<file path="config.mk">
export PLATFORM = sky130hd
export DESIGN_NAME = dual_motor_slew_limiter_unit
export DESIGN_NICKNAME = d
export VERILOG_FILES = /design/src/rtl/dmsl_pkg.sv /design/src/rtl/dmsl_div.sv /design/src/rtl/dmsl_cfg.sv /design/src/rtl/dual_motor_slew_limiter_unit.sv
export SDC_FILE = /design/constraint.sdc
export NUM_CORES = 2
export LEC_CHECK = 0
export ABC_AREA = 0
export BUFFER_PORTS_ARGS = -buffer_cell sky130_fd_sc_hd__buf_2
export CORE_MARGIN = 2
export CORE_UTILIZATION = 50
export CTS_BUF_LIST = sky130_fd_sc_hd__clkbuf_4
export DETAILED_ROUTE_END_ITERATION = 12
export GPL_ROUTABILITY_DRIVEN = 0
export PLACE_DENSITY = 0.67
export SETUP_SLACK_MARGIN = 0.1
export SLEW_MARGIN = 5
export SYNTH_ARGS = -nofsm -noshare
export SYNTH_HDL_FRONTEND = slang
export SYNTH_HIERARCHICAL = 1
export SYNTH_SLANG_ARGS = --single-unit
</file>
<file path="constraint.sdc">
create_clock -name clk -period 11.7 [get_ports clk]
set_input_delay 1.755 -clock clk [delete_from_list [all_inputs] [get_ports clk]]
set_output_delay 1.755 -clock clk [all_outputs]
set_load 0.02 [all_outputs]
</file>
<file path="src/rtl/dmsl_pkg.sv">
// Package for the dual motor slew limiter: types, register map, constants, angle mapping.
`default_nettype none

package dmsl_pkg;

    // Configuration port
    localparam int ADDR_W = 4;
    localparam int DATA_W = 32;

    typedef enum logic [1:0] {
        REG_SLEW_STEP   = 2'd0,
        REG_LEFT_OFFSET = 2'd1,
        REG_RIGHT_GAIN  = 2'd2
    } reg_idx_t;

    localparam logic [13:0] SLEW_STEP_RST   = 14'd512;
    localparam logic [13:0] LEFT_OFFSET_RST = 14'd1280;
    localparam logic [9:0]  RIGHT_GAIN_RST  = 10'd307;

    typedef struct packed {
        logic [13:0] slew_step;
        logic [13:0] left_offset;
        logic [9:0]  right_gain;
    } cfg_t;

    // Request and result payloads
    typedef struct packed {
        logic signed [15:0] left_target;
        logic signed [15:0] right_target;
        logic               drive_disabled;
    } in_t;

    typedef struct packed {
        logic [7:0] left_command;
        logic [7:0] right_command;
    } out_t;

    // Divider: 30-bit dividend (step * smaller magnitude), one quotient bit a cycle
    localparam int DIV_N = 30;
    localparam int DIV_D = 16;
    localparam int DIV_CNT_W = $clog2(DIV_N);

    // Angle mapping: floor(u*90/127) == (u * 90 * ceil(2^22/127)) >> 22 for u < 254
    localparam int MAP_SHIFT = 22;
    localparam logic [29:0] MAP_RECIP = 30'd2972430;
    localparam logic [7:0]  ANGLE_MAX = 8'd180;

    // Sequencer states
    typedef enum logic [8:0] {
        ST_IDLE   = 9'b000000001,
        ST_MUL    = 9'b000000010,
        ST_DSTART = 9'b000000100,
        ST_DWAIT  = 9'b000001000,
        ST_STEP   = 9'b000010000,
        ST_SCALE  = 9'b000100000,
        ST_MAPL   = 9'b001000000,
        ST_MAPR   = 9'b010000000,
        ST_DONE   = 9'b100000000
    } state_t;

    // Integer speed -127..127 onto 0..180, saturated outside
    function automatic logic [7:0] map_angle(input logic signed [11:0] t);
        logic [7:0]  u;
        logic [29:0] prod;
        logic [7:0]  res;
        u    = 8'(t + 12'sd127);
        prod = 30'(u) * MAP_RECIP;
        if (t <= -12'sd127)
            res = 8'd0;
        else if (t >= 12'sd127)
            res = ANGLE_MAX;
        else
            res = prod[29:MAP_SHIFT];
        return res;
    endfunction

endpackage

`default_nettype wire

</file>
<file path="src/rtl/dmsl_div.sv">
// Restoring divider, one quotient bit per cycle, for the slave channel step ratio.
`default_nettype none

module dmsl_div
    import dmsl_pkg::*;
(
    input  wire logic              clk,
    input  wire logic              rst_n,
    input  wire logic              start,
    input  wire logic [DIV_N-1:0]  dividend,
    input  wire logic [DIV_D-1:0]  divisor,
    output logic                   done,
    output logic [DIV_N-1:0]       quotient
);

    logic                 busy_reg, busy_next;
    logic                 done_reg, done_next;
    logic [DIV_CNT_W-1:0] cnt_reg, cnt_next;
    logic [DIV_D:0]       rem_reg, rem_next;
    logic [DIV_N-1:0]     quot_reg, quot_next;
    logic [DIV_D-1:0]     dvs_reg, dvs_next;
    logic [DIV_D:0]       shifted;
    logic [DIV_D+1:0]     trial;
    logic                 ge;

    // One compare-subtract step
    always_comb
    begin
        shifted   = {rem_reg[DIV_D-1:0], quot_reg[DIV_N-1]};
        trial     = {1'b0, shifted} - {2'b00, dvs_reg};
        ge        = ~trial[DIV_D+1];
        busy_next = busy_reg;
        done_next = 1'b0;
        cnt_next  = cnt_reg;
        rem_next  = rem_reg;
        quot_next = quot_reg;
        dvs_next  = dvs_reg;
        if (start)
        begin
            busy_next = 1'b1;
            cnt_next  = '0;
            rem_next  = '0;
            quot_next = dividend;
            dvs_next  = divisor;
        end
        else if (busy_reg)
        begin
            rem_next  = ge ? trial[DIV_D:0] : shifted;
            quot_next = {quot_reg[DIV_N-2:0], ge};
            cnt_next  = cnt_reg + 1'b1;
            if (cnt_reg == DIV_CNT_W'(DIV_N - 1))
            begin
                busy_next = 1'b0;
                done_next = 1'b1;
            end
        end
    end

    // Control
    always_ff @(posedge clk or negedge rst_n)
    begin
        if (!rst_n)
        begin
            busy_reg <= 1'b0;
            done_reg <= 1'b0;
            cnt_reg  <= '0;
        end
        else
        begin
            busy_reg <= busy_next;
            done_reg <= done_next;
            cnt_reg  <= cnt_next;
        end
    end

    // Datapath
    always_ff @(posedge clk)
    begin
        rem_reg  <= rem_next;
        quot_reg <= quot_next;
        dvs_reg  <= dvs_next;
    end

    assign done     = done_reg;
    assign quotient = quot_reg;

endmodule

`default_nettype wire

</file>
<file path="src/rtl/dmsl_cfg.sv">
// APB register file: slew step, left offset, right gain.
`default_nettype none

module dmsl_cfg
    import dmsl_pkg::*;
(
    input  wire logic              clk,
    input  wire logic              rst_n,
    input  wire logic              psel,
    input  wire logic              penable,
    input  wire logic              pwrite,
    input  wire logic [ADDR_W-1:0] paddr,
    input  wire logic [DATA_W-1:0] pwdata,
    output logic [DATA_W-1:0]      prdata,
    output logic                   pready,
    output cfg_t                   cfg
);

    cfg_t     cfg_reg, cfg_next;
    logic     wr_en;
    reg_idx_t idx;

    assign idx    = reg_idx_t'(paddr[3:2]);
    assign wr_en  = psel & penable & pwrite;
    assign pready = 1'b1;

    // Write decode
    always_comb
    begin
        cfg_next = cfg_reg;
        if (wr_en)
        begin
            unique case (idx)
                REG_SLEW_STEP:   cfg_next.slew_step   = pwdata[13:0];
                REG_LEFT_OFFSET: cfg_next.left_offset = pwdata[13:0];
                REG_RIGHT_GAIN:  cfg_next.right_gain  = pwdata[9:0];
                default:         cfg_next = cfg_reg;
            endcase
        end
    end

    always_ff @(posedge clk or negedge rst_n)
    begin
        if (!rst_n)
        begin
            cfg_reg.slew_step   <= SLEW_STEP_RST;
            cfg_reg.left_offset <= LEFT_OFFSET_RST;
            cfg_reg.right_gain  <= RIGHT_GAIN_RST;
        end
        else
        begin
            cfg_reg <= cfg_next;
        end
    end

    // Read mux
    always_comb
    begin
        unique case (idx)
            REG_SLEW_STEP:   prdata = DATA_W'(cfg_reg.slew_step);
            REG_LEFT_OFFSET: prdata = DATA_W'(cfg_reg.left_offset);
            REG_RIGHT_GAIN:  prdata = DATA_W'(cfg_reg.right_gain);
            default:         prdata = '0;
        endcase
    end

    assign cfg = cfg_reg;

endmodule

`default_nettype wire

</file>
<file path="src/rtl/dual_motor_slew_limiter_unit.sv">
// Top level: sequencer, shared multiplier, speed state and output register.
//
//  channel | direction | handshake          | payload
//  in      | request   | in_valid/in_stall   | in_data   (in_t)
//  out     | result    | out_valid/out_stall | out_data  (out_t)
//  apb     | config    | psel/penable/pready | paddr, pwdata, prdata
//
// A request whose target magnitudes differ runs the bit-serial divider for the smaller
// channel's step (starting, running its 30 steps and draining) between the multiply and
// the speed update; otherwise, or with the drive disabled, the divider is skipped.
// The result is loaded into the output register from the done state. in_stall is low only while idle.
// A finished result waits in the output register; the next request is taken meanwhile.
// Reset clears both current speeds and loads the register defaults.
`default_nettype none

module dual_motor_slew_limiter_unit
    import dmsl_pkg::*;
(
    input  wire logic              clk,
    input  wire logic              rst_n,
    input  wire logic              in_valid,
    output logic                   in_stall,
    input  wire in_t               in_data,
    output logic                   out_valid,
    input  wire logic              out_stall,
    output out_t                   out_data,
    input  wire logic              psel,
    input  wire logic              penable,
    input  wire logic              pwrite,
    input  wire logic [ADDR_W-1:0] paddr,
    input  wire logic [DATA_W-1:0] pwdata,
    output logic [DATA_W-1:0]      prdata,
    output logic                   pready
);

    cfg_t   cfg;
    state_t state_reg, state_next;

    logic signed [15:0] lt_reg, rt_reg;
    logic               dis_reg;
    logic [15:0]        min_reg, max_reg;
    logic               lbig_reg, rbig_reg;
    logic [13:0]        ratio_reg;
    logic signed [17:0] lspd_reg, lspd_next;
    logic signed [17:0] rspd_reg, rspd_next;
    logic signed [33:0] prod_reg;
    logic signed [11:0] lv_reg, rv_reg;
    logic [7:0]         lcmd_reg, rcmd_reg;
    logic               out_valid_reg;
    out_t               out_data_reg;

    logic [15:0]        lmag, rmag;
    logic               accept, out_take, out_load;
    logic signed [18:0] mul_a;
    logic signed [14:0] mul_b;
    logic signed [33:0] mul_p;
    logic               div_start, div_done;
    logic [DIV_N-1:0]   div_q;
    logic [13:0]        la, ra;
    logic signed [17:0] ltgt, rtgt;
    logic signed [18:0] ldiff, lbias;
    logic signed [33:0] rbias;
    logic signed [11:0] map_in;
    logic [7:0]         map_out;

    dmsl_cfg u_cfg (
        .clk     (clk),
        .rst_n   (rst_n),
        .psel    (psel),
        .penable (penable),
        .pwrite  (pwrite),
        .paddr   (paddr),
        .pwdata  (pwdata),
        .prdata  (prdata),
        .pready  (pready),
        .cfg     (cfg)
    );

    dmsl_div u_div (
        .clk      (clk),
        .rst_n    (rst_n),
        .start    (div_start),
        .dividend (prod_reg[DIV_N-1:0]),
        .divisor  (max_reg),
        .done     (div_done),
        .quotient (div_q)
    );

    // Handshakes
    assign in_stall  = (state_reg != ST_IDLE);
    assign accept    = in_valid & ~in_stall;
    assign out_take  = out_valid_reg & ~out_stall;
    assign out_load  = (state_reg == ST_DONE) & (~out_valid_reg | ~out_stall);
    assign out_valid = out_valid_reg;
    assign out_data  = out_data_reg;
    assign div_start = (state_reg == ST_DSTART);

    // Target magnitudes
    assign lmag = in_data.left_target[15]  ? 16'(-in_data.left_target)  : in_data.left_target;
    assign rmag = in_data.right_target[15] ? 16'(-in_data.right_target) : in_data.right_target;

    // Shared multiplier: step * smaller magnitude, then right speed * gain
    always_comb
    begin
        if (state_reg == ST_SCALE)
        begin
            mul_a = {rspd_reg[17], rspd_reg};
            mul_b = {5'b00000, cfg.right_gain};
        end
        else
        begin
            mul_a = {3'b000, min_reg};
            mul_b = {1'b0, cfg.slew_step};
        end
        mul_p = mul_a * mul_b;
    end

    // Per-channel step size
    always_comb
    begin
        la = cfg.slew_step;
        ra = cfg.slew_step;
        if (lbig_reg)
            ra = ratio_reg;
        else if (rbig_reg)
            la = ratio_reg;
    end

    // Speed update, not clamped at the target
    assign ltgt = {{2{lt_reg[15]}}, lt_reg};
    assign rtgt = {{2{rt_reg[15]}}, rt_reg};

    always_comb
    begin
        if (lspd_reg > ltgt)
            lspd_next = lspd_reg - $signed({4'b0000, la});
        else if (lspd_reg < ltgt)
            lspd_next = lspd_reg + $signed({4'b0000, la});
        else
            lspd_next = lspd_reg;
        if (rspd_reg > rtgt)
            rspd_next = rspd_reg - $signed({4'b0000, ra});
        else if (rspd_reg < rtgt)
            rspd_next = rspd_reg + $signed({4'b0000, ra});
        else
            rspd_next = rspd_reg;
    end

    // Truncation toward zero: left by 256, right by 65536
    assign ldiff = {lspd_reg[17], lspd_reg} - $signed({5'b00000, cfg.left_offset});
    assign lbias = ldiff + (ldiff[18] ? 19'sd255 : 19'sd0);
    assign rbias = prod_reg + (prod_reg[33] ? 34'sd65535 : 34'sd0);

    // Shared angle mapper
    assign map_in  = (state_reg == ST_MAPL) ? lv_reg : rv_reg;
    assign map_out = map_angle(map_in);

    // Sequencer
    always_comb
    begin
        state_next = state_reg;
        unique case (state_reg)
            ST_IDLE:   if (accept) state_next = ST_MUL;
            ST_MUL:    state_next = (!dis_reg && (lbig_reg || rbig_reg)) ? ST_DSTART : ST_STEP;
            ST_DSTART: state_next = ST_DWAIT;
            ST_DWAIT:  if (div_done) state_next = ST_STEP;
            ST_STEP:   state_next = ST_SCALE;
            ST_SCALE:  state_next = ST_MAPL;
            ST_MAPL:   state_next = ST_MAPR;
            ST_MAPR:   state_next = ST_DONE;
            ST_DONE:   if (out_load) state_next = ST_IDLE;
            default:   state_next = ST_IDLE;
        endcase
    end

    // Control state and current speeds
    always_ff @(posedge clk or negedge rst_n)
    begin
        if (!rst_n)
        begin
            state_reg     <= ST_IDLE;
            out_valid_reg <= 1'b0;
            lspd_reg      <= '0;
            rspd_reg      <= '0;
        end
        else
        begin
            state_reg <= state_next;
            if (out_load)
                out_valid_reg <= 1'b1;
            else if (out_take)
                out_valid_reg <= 1'b0;
            if (state_reg == ST_STEP)
            begin
                if (dis_reg)
                begin
                    lspd_reg <= '0;
                    rspd_reg <= '0;
                end
                else
                begin
                    lspd_reg <= lspd_next;
                    rspd_reg <= rspd_next;
                end
            end
        end
    end

    // Working registers
    always_ff @(posedge clk)
    begin
        if (accept)
        begin
            lt_reg   <= in_data.left_target;
            rt_reg   <= in_data.right_target;
            dis_reg  <= in_data.drive_disabled;
            min_reg  <= (lmag > rmag) ? rmag : lmag;
            max_reg  <= (lmag > rmag) ? lmag : rmag;
            lbig_reg <= (lmag > rmag);
            rbig_reg <= (lmag < rmag);
        end
        if (state_reg == ST_MUL || state_reg == ST_SCALE)
            prod_reg <= mul_p;
        if (state_reg == ST_DWAIT && div_done)
            ratio_reg <= div_q[13:0];
        if (state_reg == ST_SCALE)
            lv_reg <= {lbias[18], lbias[18:8]};
        if (state_reg == ST_MAPL)
        begin
            rv_reg   <= rbias[27:16];
            lcmd_reg <= map_out;
        end
        if (state_reg == ST_MAPR)
            rcmd_reg <= map_out;
        if (out_load)
        begin
            out_data_reg.left_command  <= lcmd_reg;
            out_data_reg.right_command <= rcmd_reg;
        end
    end

    // Checks
    a_div_needs_divisor: assert property (@(posedge clk) disable iff (!rst_n)
        (state_reg == ST_DSTART) |-> (max_reg != 16'd0 && !dis_reg))
        else $error("divider started with zero divisor or while disabled");

    a_div_done_in_wait: assert property (@(posedge clk) disable iff (!rst_n)
        div_done |-> (state_reg == ST_DWAIT))
        else $error("divider finished outside the wait state");

    a_disable_clears: assert property (@(posedge clk) disable iff (!rst_n)
        (state_reg == ST_STEP && dis_reg) |=> (lspd_reg == 18'sd0 && rspd_reg == 18'sd0))
        else $error("disabled request did not clear speeds");

    a_accept_starts: assert property (@(posedge clk) disable iff (!rst_n)
        accept |=> (state_reg == ST_MUL && !out_load))
        else $error("accepted request did not start the sequence");

endmodule

`default_nettype wire

</file>
==> impl_metrics.py <==
metrics = {
    "run_status": {
        "outcome": "completed",
    },
    "critical_path": {
        "cpMaxStageDelayCell": "inv_1",
        "r2r_cells": 28,
        "timing.rr.end": "prod_reg[33]",
        "crit_arrival_ns": 10.04,
        "max_stage_delay_ns": 0.73,
        "cp_common_cell": "inv_1",
        "r2r_slack_ns": 2.22,
        "cp.required_ns": 12.26,
        "critPathKind": "reg -> reg",
        "r2r-start": "state_reg[8]",
        "end_kind": "register",
        "crit_fanout": 26,
        "critPathLaunchType": "register",
    },
    "clock_network": {
        "cts.path.max_buffers": 3,
        "hold_buffers": 0,
        "cts_buffers": 89,
        "clk_pin_slew_worst_paths_ns": 0.08,
        "clock-sinks": 320,
        "cts_setup_buffers": 0,
        "cts_tree": "yes",
        "h-tree-depth": 3,
        "clkLatencyLatePin_ns": 0.86,
        "cts_resized": 0,
        "clockRootBuffer": "clkbuf_4",
    },
    "route": {
        "antenna_left": 0,
        "via_count": 23400,
        "drt-total-wl_um": 77600,
        "drtIter0Drc": 1816,
        "drc": 0,
        "via_per_inst": 5.47,
        "wl_per_cell_um": 18.1,
        "first_pass_iters": 8,
    },
    "floorplan": {
        "dieArea_mm2": 0.0655,
        "core_area_mm2": 0.0629,
        "die_w_um": 256,
        "io_pins": 127,
        "initial_core_util_pct": 50.5,
        "placementRows": 92,
        "die_h_um": 256,
    },
    "global_route": {
        "first_global_vias": 23400,
        "grt_pass1_wl_um": 126000,
        "gr-total-overflow": 0,
        "grt_use_total_pct": 24.4,
        "antenna_found_initial": 6,
        "grt_max_degree": 72,
    },
    "sta": {
        "fin_crit_sh_pct": 81.1,
        "min_period_ns": 9.48,
        "fmax_mhz": 105,
        "finalSetupViolations": 0,
        "setup_tns_ns": 0,
        "rsz0062_at_grt": "no",
        "relSlewSlack_pct": 22.9,
        "drv_slew": 0,
        "finClkSkew_ns": 0.0687,
        "hold_violations": 0,
        "tightestPinTransition_ns": 1.15,
    },
    "yosys": {
        "seq_area_frac_synth_pct": 28.4,
        "yosysUniqueCellTypes": 98,
        "netlist_instances": 3221,
        "ys_async_sr_fraction_pct": 28.4,
        "yosys_warnings": 6,
        "syn_avg_cell_area_um2": 9.85,
        "synth-main-ff-cell": "edfxtp_1",
        "synth_edf_count": 213,
        "mappedNetlistArea_mm2": 0.0317,
        "synth_seq_cells": 320,
    },
    "placement": {
        "port_buffers": 87,
        "dp_hpwl_um": 61600,
    },
    "finish": {
        "fillers": 5673,
        "seqCellArea_mm2": 0.00900,
        "finalNetCount": 4014,
        "drive_above_1_share_pct": 11.6,
        "fin_util_pct": 54.7,
        "area_delta_synth_final_pct": 8.37,
        "largest_reg_flops": 38,
        "multiInputGateArea_mm2": 0.0204,
    },
    "worst_hold_path": {
        "min_to": "u_div/dvs_reg[8]",
        "worstHoldStart": "max_reg[8]",
        "holdPathStages": 0,
        "hold_class": "reg -> reg",
    },
    "job": {
        "maxCapViolCount": 0,
    },
}
==> metal layers <==
| layer | global-route usage (%) | vias to the layer above | routed length [um] | part of all wire, % |
|---|---|---|---|---|
| met5 | 0 | - | 8 | 0.010 |
| met4 | 8.14 | 2 | 2250 | 2.9 |
| met3 | 3.80 | 117 | 4810 | 6.2 |
| met2 | 39.3 | 697 | 35700 | 46 |
| met1 | 33.9 | 11400 | 34800 | 45 |
| li1 | - | 11200 | - | - |
==> placed cells by master (no fill, tap or decap), types with 11 or more instances in the layout <==
cell	count
inv_1	513
nand2_1	300
ha_1	294
fa_1	287
nor2_1	233
edfxtp_1	213
clkbuf_4	125
mux2i_1	109
a21oi_1	105
xnor2_1	100
o21ai_0	87
buf_2	86
dfrtp_1	82
mux2_2	67
xor2_1	63
and3_1	53
nor3_1	47
a21o_1	40
nand3_1	39
buf_4	36
nand2b_1	35
o31ai_1	34
nand4_1	33
conb_1	31
clkinv_1	31
nor2b_1	30
o21a_1	22
o211ai_1	19
and2_1	18
or3_1	17
a211oi_1	16
o41ai_1	16
dfxtp_1	16
or2_2	13
o21ai_1	12
o21bai_1	11
nor4_1	11
a31oi_1	11
or4_1	11
==> worst max path at each step <==
stage	start	endpoint	depth (start not counted)
detailed placement	state_reg[8]	prod_reg[33]	28
global placement	state_reg[8]	prod_reg[33]	28
floorplan	state_reg[8]	prod_reg[33]	31
finish	state_reg[8]	prod_reg[33]	28
global route	state_reg[8]	prod_reg[33]	28
CTS	state_reg[8]	prod_reg[33]	28
==> synthesized netlist by cell type, drive strengths merged (63+ instances only) <==
library cell	instances	share of area, %
fa	287	18
edfxtp	213	20
xnor2	100	2.8
nand2	300	3.6
xor2	63	1.7
mux2	77	2.9
ha	294	12
a21oi	109	1.8
inv	515	6.1
nor2	234	2.8
mux2i	109	3.4
dfrtp	82	6.5
o21ai	104	1.7
==> critical path, delay by kind of cell, from the launching register on <==
| kind | cells | cell delay [ns] |
|---|---|---|
| AO/OA/AOI/OAI | 3 | 0.93 |
| XOR/XNOR | 1 | 0.06 |
| adder cells (fa/ha/maj) | 7 | 3.10 |
| buffers and inverters | 6 | 1.36 |
| flip-flops | 1 | 0.40 |
| multiplexers | 1 | 0.64 |
| AND/OR/NAND/NOR | 10 | 2.73 |
==> layout make-up <==
cell class | instances | area share [%]
Multi-Input combinational cell | 2309 | 59.4
Clock buffer | 125 | 2.73
Timing Repair Buffer | 122 | 2.04
Antenna cell | 7 | 0.0510
Tap cell | 846 | 3.08
Clock inverter | 42 | 0.906
Inverter | 515 | 5.62
Sequential cell | 320 | 26.2
==> cell families after synthesis <==
group           after synthesis  share of synthesized area (%)
other cells                   4                         0.0473
flops                       320                           28.4
xor+xnor                    163                           4.50
buf+inv                     619                           7.76
mux                         186                           6.29
compound gates              465                           10.1
simple gates                883                           13.2
fa+ha+maj                   581                           29.7
==> stage by stage <==
step                      instance area, um^2  hold WS [ns]  worst slack [ns]  cells
final                                   34400         0.414              2.22   4286
after global routing                    34400         0.424              1.56   4285
after CTS                               34400         0.415              2.31   4279
after detailed placement                33100         0.405              2.35   4112
after global placement                  33100         0.401              2.46   4112
after floorplan                         31800         0.400              3.65   3248
Power is left out: the tool's default activity adds up to more than one toggle a clock period on the data nets, which glitch-free logic cannot reach.
